**config.mk**
```make
export PLATFORM = sky130hd
export DESIGN_NAME = d2q9_div
export DESIGN_NICKNAME = d
export VERILOG_FILES = /design/src/rtl/assert_macros.svh /design/src/rtl/d2q9_pkg.sv /design/src/rtl/d2q9_div.sv
export SDC_FILE = /design/constraint.sdc
export NUM_CORES = 2
export LEC_CHECK = 0
export BUFFER_PORTS_ARGS = -buffer_cell sky130_fd_sc_hd__buf_2
export CAP_MARGIN = 10
export CORE_UTILIZATION = 58
export DETAILED_ROUTE_END_ITERATION = 16
export PLACE_DENSITY = 0.79
export REMOVE_ABC_BUFFERS = 1
export SLEW_MARGIN = 0
export SYNTH_ARGS = -nofsm -noshare
export SYNTH_HDL_FRONTEND = slang
export SYNTH_SLANG_ARGS = --single-unit
```
**constraint.sdc**
```tcl
create_clock -name clk -period 3.5 [get_ports clk]
set_input_delay 0.175 -clock clk [delete_from_list [all_inputs] [get_ports clk]]
set_output_delay 0.175 -clock clk [all_outputs]
set_load 0.02 [all_outputs]
```
**src/rtl/assert_macros.svh**
```systemverilog
// Assertion macros for the RTL, used by d2q9_bgk_collision_top.
// Define NO_ASSERTIONS to compile every check away.
`ifndef ASSERT_MACROS_SVH
`define ASSERT_MACROS_SVH
`ifndef NO_ASSERTIONS
// Check prop at each rising edge, ignored while reset is low.
`define D2Q9_ASSERT(lbl, clk, rstn, prop) \
  lbl: assert property (@(posedge clk) disable iff (!rstn) (prop)) \
    else $error("d2q9 check failed");
// Check prop at each rising edge, including reset cycles.
`define D2Q9_ASSERT_ALWAYS(lbl, clk, prop) \
  lbl: assert property (@(posedge clk) (prop)) \
    else $error("d2q9 check failed");
`else
`define D2Q9_ASSERT(lbl, clk, rstn, prop)
`define D2Q9_ASSERT_ALWAYS(lbl, clk, prop)
`endif
`endif

```
**src/rtl/d2q9_pkg.sv**
```systemverilog
// Shared types, constants and helpers of the D2Q9 BGK collision pipeline.
// No dependencies.
package d2q9_pkg;

  localparam int NDIR     = 9;
  localparam int OMEGA_W  = 30;
  localparam int QBITS    = 33;
  localparam int DIV_LAT  = QBITS + 2;

  localparam logic [OMEGA_W-1:0] RELAX_RST = 30'd268435456;

  typedef logic [NDIR-1:0][31:0] pops_t;

  typedef struct packed {
    logic [31:0] f_0;
    logic [31:0] f_1;
    logic [31:0] f_2;
    logic [31:0] f_3;
    logic [31:0] f_4;
    logic [31:0] f_5;
    logic [31:0] f_6;
    logic [31:0] f_7;
    logic [31:0] f_8;
  } d2q9_in_t;

  typedef struct packed {
    logic [31:0] out_0;
    logic [31:0] out_1;
    logic [31:0] out_2;
    logic [31:0] out_3;
    logic [31:0] out_4;
    logic [31:0] out_5;
    logic [31:0] out_6;
    logic [31:0] out_7;
    logic [31:0] out_8;
    logic [31:0] density;
    logic [31:0] vel_x;
    logic [31:0] vel_y;
  } d2q9_out_t;

  // Lattice velocities, order rest, E, N, W, S, NE, NW, SW, SE.
  localparam int CX [NDIR] = '{0, 1, 0, -1, 0, 1, -1, -1, 1};
  localparam int CY [NDIR] = '{0, 0, 1, 0, -1, 1, 1, -1, -1};

  // Weight classes: rest, axis, diagonal.
  localparam int NCLS = 3;
  localparam logic [26:0] WCLS [NCLS] = '{27'd119304647, 27'd29826162, 27'd7456540};
  localparam int DIR_CLS [NDIR] = '{0, 1, 1, 1, 1, 2, 2, 2, 2};

  localparam logic signed [63:0] SAT_MAX = 64'sh0000_0000_7fff_ffff;
  localparam logic signed [63:0] SAT_MIN = 64'shffff_ffff_8000_0000;
  localparam logic signed [40:0] Q_ONE   = 41'sd268435456;

  function automatic logic [31:0] sat32(input logic signed [63:0] v);
    logic [31:0] r;
    if (v > SAT_MAX) begin
      r = 32'h7fff_ffff;
    end else if (v < SAT_MIN) begin
      r = 32'h8000_0000;
    end else begin
      r = v[31:0];
    end
    return r;
  endfunction

  // c . u for one direction, saturated to 32 bits.
  function automatic logic [31:0] eu_calc(input int cx, input int cy,
                                          input logic [31:0] vx, input logic [31:0] vy);
    logic signed [33:0] tx;
    logic signed [33:0] ty;
    tx = '0;
    ty = '0;
    if (cx == 1) tx = 34'($signed(vx));
    else if (cx == -1) tx = -34'($signed(vx));
    if (cy == 1) ty = 34'($signed(vy));
    else if (cy == -1) ty = -34'($signed(vy));
    return sat32(64'(tx + ty));
  endfunction

endpackage

```
**src/rtl/d2q9_div.sv**
```systemverilog
// Pipelined restoring divider: trunc(num * 2^28 / den), saturated to 32 bits,
// zero when den is not positive. One quotient bit per stage. Uses d2q9_pkg.
module d2q9_div (
  input  logic        clk,
  input  logic        en,
  input  logic [34:0] num,
  input  logic [31:0] den,
  output logic [31:0] quo
);
  import d2q9_pkg::*;

  logic [30:0]      rem_r  [QBITS+1];
  logic [QBITS-1:0] q_r    [QBITS+1];
  logic [30:0]      den_r  [QBITS+1];
  logic [4:0]       low_r  [QBITS+1];
  logic             neg_r  [QBITS+1];
  logic             ovf_r  [QBITS+1];
  logic             zero_r [QBITS+1];
  logic [31:0]      quo_r;
  logic [31:0]      quo_nxt;

  logic [34:0] mag;
  logic        den_pos;

  assign mag     = num[34] ? (35'd0 - num) : num;
  assign den_pos = !den[31] && (den != 32'd0);

  // Numerator is mag << 28; its part above bit 32 is checked against den first.
  always_ff @(posedge clk) begin
    if (en) begin
      rem_r[0]  <= {1'b0, mag[34:5]};
      q_r[0]    <= '0;
      den_r[0]  <= den[30:0];
      low_r[0]  <= mag[4:0];
      neg_r[0]  <= num[34];
      ovf_r[0]  <= ({1'b0, mag[34:5]} >= den[30:0]);
      zero_r[0] <= !den_pos;
    end
  end

  for (genvar k = 1; k <= QBITS; k++) begin : g_bit
    localparam int J = QBITS - k;
    logic        nb;
    logic [31:0] t;
    logic        ge;
    if (J >= 28) begin : g_num
      assign nb = low_r[k-1][J-28];
    end else begin : g_pad
      assign nb = 1'b0;
    end
    assign t  = {rem_r[k-1], nb};
    assign ge = (t >= {1'b0, den_r[k-1]});
    always_ff @(posedge clk) begin
      if (en) begin
        rem_r[k]  <= ge ? 31'(t - {1'b0, den_r[k-1]}) : t[30:0];
        q_r[k]    <= {q_r[k-1][QBITS-2:0], ge};
        den_r[k]  <= den_r[k-1];
        low_r[k]  <= low_r[k-1];
        neg_r[k]  <= neg_r[k-1];
        ovf_r[k]  <= ovf_r[k-1];
        zero_r[k] <= zero_r[k-1];
      end
    end
  end

  always_comb begin
    logic [QBITS-1:0] q;
    logic             sat;
    q = q_r[QBITS];
    if (neg_r[QBITS]) begin
      sat = ovf_r[QBITS] || q[32] || (q[31] && (q[30:0] != '0));
    end else begin
      sat = ovf_r[QBITS] || q[32] || q[31];
    end
    if (zero_r[QBITS]) begin
      quo_nxt = '0;
    end else if (neg_r[QBITS]) begin
      quo_nxt = sat ? 32'h8000_0000 : (32'd0 - q[31:0]);
    end else begin
      quo_nxt = sat ? 32'h7fff_ffff : q[31:0];
    end
  end

  always_ff @(posedge clk) begin
    if (en) quo_r <= quo_nxt;
  end

  assign quo = quo_r;

endmodule

```
==> results.toml <==
[status]
violations = "setup timing"
status = "complete, but fails checks"

[finish]
drive_gt1_share_pct = 13.0
finalNonFillerCells = 17700
fillers = 18500
syn_to_final_growth_pct = 14.5
nNetsFinal = 15200
post-route-util_pct = 67.0

[sta]
skew_ns = 0.0641
finalCriticalPeriod_ns = 3.56
setup_slack_ns = -0.0604
hold_viol = 0
rsz0062_at_grt = "yes"
period_share_pct = 102
slew-limit-headroom_pct = 51.5
fmax_mhz = 281
tns_ns = -0.876
finalSetupViolCount = 29
final_max_slew_viol_count = 0
tightestPinTransition_ns = 0.709

[floorplan]
io_pins = 101
die_h_um = 511
start_util_pct = 58.5
fp.dieW_um = 511
rows = 186
floorplan.die_area_mm2 = 0.261
core_mm2 = 0.257

[global_routing]
grt_max_degree = 126
grt_usage_pct = 24.8
gr-total-overflow = 0
grt_pass1_wl_mm = 523
grt_pass1_vias = 98200
antenna_found_initial = 6

[synth]
synth-async-reset-ratio_pct = 0
yosysWarnings = 0
synth_ff_type = "edfxtp_1"
syn_inst = 13200
synth_edf_count = 2755
synth_cell_types = 90
synth-seq-cells = 2755
netlist_area_mm2 = 0.150
syn_area_per_cell_um2 = 11.4
synth_seq_area_share_pct = 55.0

[placed_design]
place_ws_ns = -0.836
place.port_buffers = 100
place_inst = 17000
dp_hpwl_mm = 246
gp_congestion = 0.953

[worst_setup_path]
worst-path-buf-inv = 3
cpPeakStageDelay_ns = 0.43
startpoint_type = "register"
crit_type = "register to register"
critical-path-top-delay-family = "compound AO/OA/AOI/OAI gates"
crit_path_cell_trace = "inv_2 > fa_2 > inv_1 > a21oi_2 > o22ai_2 > o41a_1 > a211o_1 > a21o_1 > a21oi_2 > o21ai_1 > a211o_4 > clkbuf_16 > mux2_2"
worstPathArrival_ns = 4.16
worstPathRequired_ns = 4.10
cp_max_fo = 8
slowest_stage = "o41a_1"
cpMostUsedCell = "a21oi_2"
worstSetupEndpointType = "register"

[hold_path]
min_path_type = "primary input to register"

[pwr]
ir_drop_uv = 511
pwr_density_cell_mw_per_mm2 = 953
power.total_mw = 164
p_leak_nw = 70.8

[clock_tree]
clk_latency_ns = 0.89
path_clk_slew_ns = 0.06
cts_made_buffers = 300
clock_sink_count = 2755
cts_root_buffer = "clkbuf_16"
cts_tree = "yes"
clock_path_buffers = 4
h-tree-depth = 5

[job]
drv_cap = 0

[routing]
remaining_drc_errors = 0
ant_nets = 0
vias = 103000
routed_wl_mm = 338
first_pass_iters = 8
drt_iter0_drc = 8858
post_drt_wl_per_cell_um = 19.2
vias_per_cell = 5.86
[layout by cell type, fill, tap and decap left out, types with 63 or more instances in the layout]
cell / synthesis / layout
edfxtp_1: 2755 / 2755
inv_1: 1337 / 1334
a21oi_1: 1139 / 1100
ha_1: 1054 / 1042
nand2_1: 916 / 916
nor2_1: 829 / 827
o21ai_0: 811 / 771
buf_4: 3 / 600
xnor2_1: 522 / 522
a21o_1: 521 / 521
xor2_1: 350 / 350
mux2_2: 353 / 324
clkbuf_16: 0 / 319
o21a_1: 168 / 168
nand3_1: 167 / 163
nand4_1: 153 / 153
nor2b_1: 156 / 149
o21bai_1: 135 / 132
nor3_1: 129 / 127
nand2b_1: 127 / 126
a31oi_1: 123 / 106
buf_2: 41 / 99
dlygate4sd3_1: 0 / 89
and3_1: 78 / 78
a211oi_1: 74 / 67
o31ai_1: 84 / 65
o211ai_1: 63 / 63
[Yosys cell counts, types with 62 or more instances]
library cell,number,share of area [%]
edfxtp_1,2755,55
inv_1,1337,3.3
a21oi_1,1139,3.8
ha_1,1054,8.8
nand2_1,916,2.3
nor2_1,829,2.1
o21ai_0,811,2.7
xnor2_1,522,3.0
a21o_1,521,2.6
mux2_2,353,2.6
xor2_1,350,2.0
clkbuf_1,245,0.61
o21a_1,168,0.84
nand3_1,167,0.56
nor2b_1,156,0.65
nand4_1,153,0.64
o21bai_1,135,0.67
nor3_1,129,0.43
nand2b_1,127,0.53
a31oi_1,123,0.51
o31ai_1,84,0.42
and3_1,78,0.32
a211oi_1,74,0.37
o211ai_1,63,0.31
and2_1,62,0.26
[logic make-up (layout without fill, tap and decap cells)]
logic type	Yosys count	after routing	synth area share (%)
mux	369	369	2.75
fa+ha+maj	1086	1086	9.19
flops	2755	2755	55.0
compound gates	3573	3574	14.9
simple gates	2868	2869	8.96
other cells	0	1	0
xor+xnor	872	872	5.08
buf+inv	1644	2743	4.15
[stage by stage]
step | hold WS (ns) | cell area (um2)
final | 0.0586 | 172000
after global routing | 0.0530 | 172000
after CTS | 0.000959 | 171000
after detailed placement | 0.386 | 159000
after global placement | 0.381 | 159000
after floorplan | 0.274 | 149000
[routing by layer]
metal	global-route usage, %	vias up	wire, um
met1	32.8	49200	142000
met4	8.71	2	11800
met2	42.0	3342	163000
li1	-	50100	-
met3	3.33	693	21400
met5	0	-	13
[worst register-to-register path, cell delays in order (launching register included)]
cell and delay (ns):
edfxtp_1 0.41, inv_2 0.13, fa_2 0.26, inv_1 0.08
a21oi_2 0.18, o22ai_2 0.11, o41a_1 0.43, a211o_1 0.36
a21o_1 0.20, a21oi_2 0.16, o21ai_1 0.09, a211o_4 0.40
clkbuf_16 0.21, mux2_2 0.28
[cell type report]
type	count	area (um2)	share of cell area (%)
inverter	1337	5020	2.91
multi-input combinational	8770	62800	36.4
sequential	2755	82700	48.0
antenna	1	2.50	0.00145
clock buffer	353	7830	4.55
timing repair buffer	869	7540	4.37
clock inverter	184	2200	1.28
tap	3384	4230	2.46
[registers in the layout (all words and copies together) (netlist names)]
name,flops
low_r,15
rem_r,1022
quo,32
zero_r,34
den_r,1023
q_r,561
ovf_r,34
neg_r,34
[worst paths after layout]
kind	slack, ns	endpoint	cells after the start	startpoint
max	-0.06	rem_r[21][19]	13	rem_r[20][0]
min	0.06	den_r[0][13]	2	den[13]
max reg2reg	-0.06	rem_r[21][19]	13	rem_r[20][0]
min reg2reg	0.40	q_r[13][11]	0	q_r[12][10]
[where the power goes]
group | internal [mW] | switching, mW | total [mW] | leakage [nW]
logic | 35.5 | 42.4 | 77.9 | 39.0
registers | 48.7 | 5.45 | 54.1 | 27.0
clock network | 19.2 | 13.1 | 32.2 | 4.83
[timing repair]
action,in CTS,in global routing
endpoints found under the hold margin,101,0
gates cloned,1,16
resized for setup,34,256
endpoints found under the setup margin,193,669
pin swaps,4,74
buffers inserted,2,49
hold buffers,89,0
No activity file was read; power rests on OpenSTA's default activity.
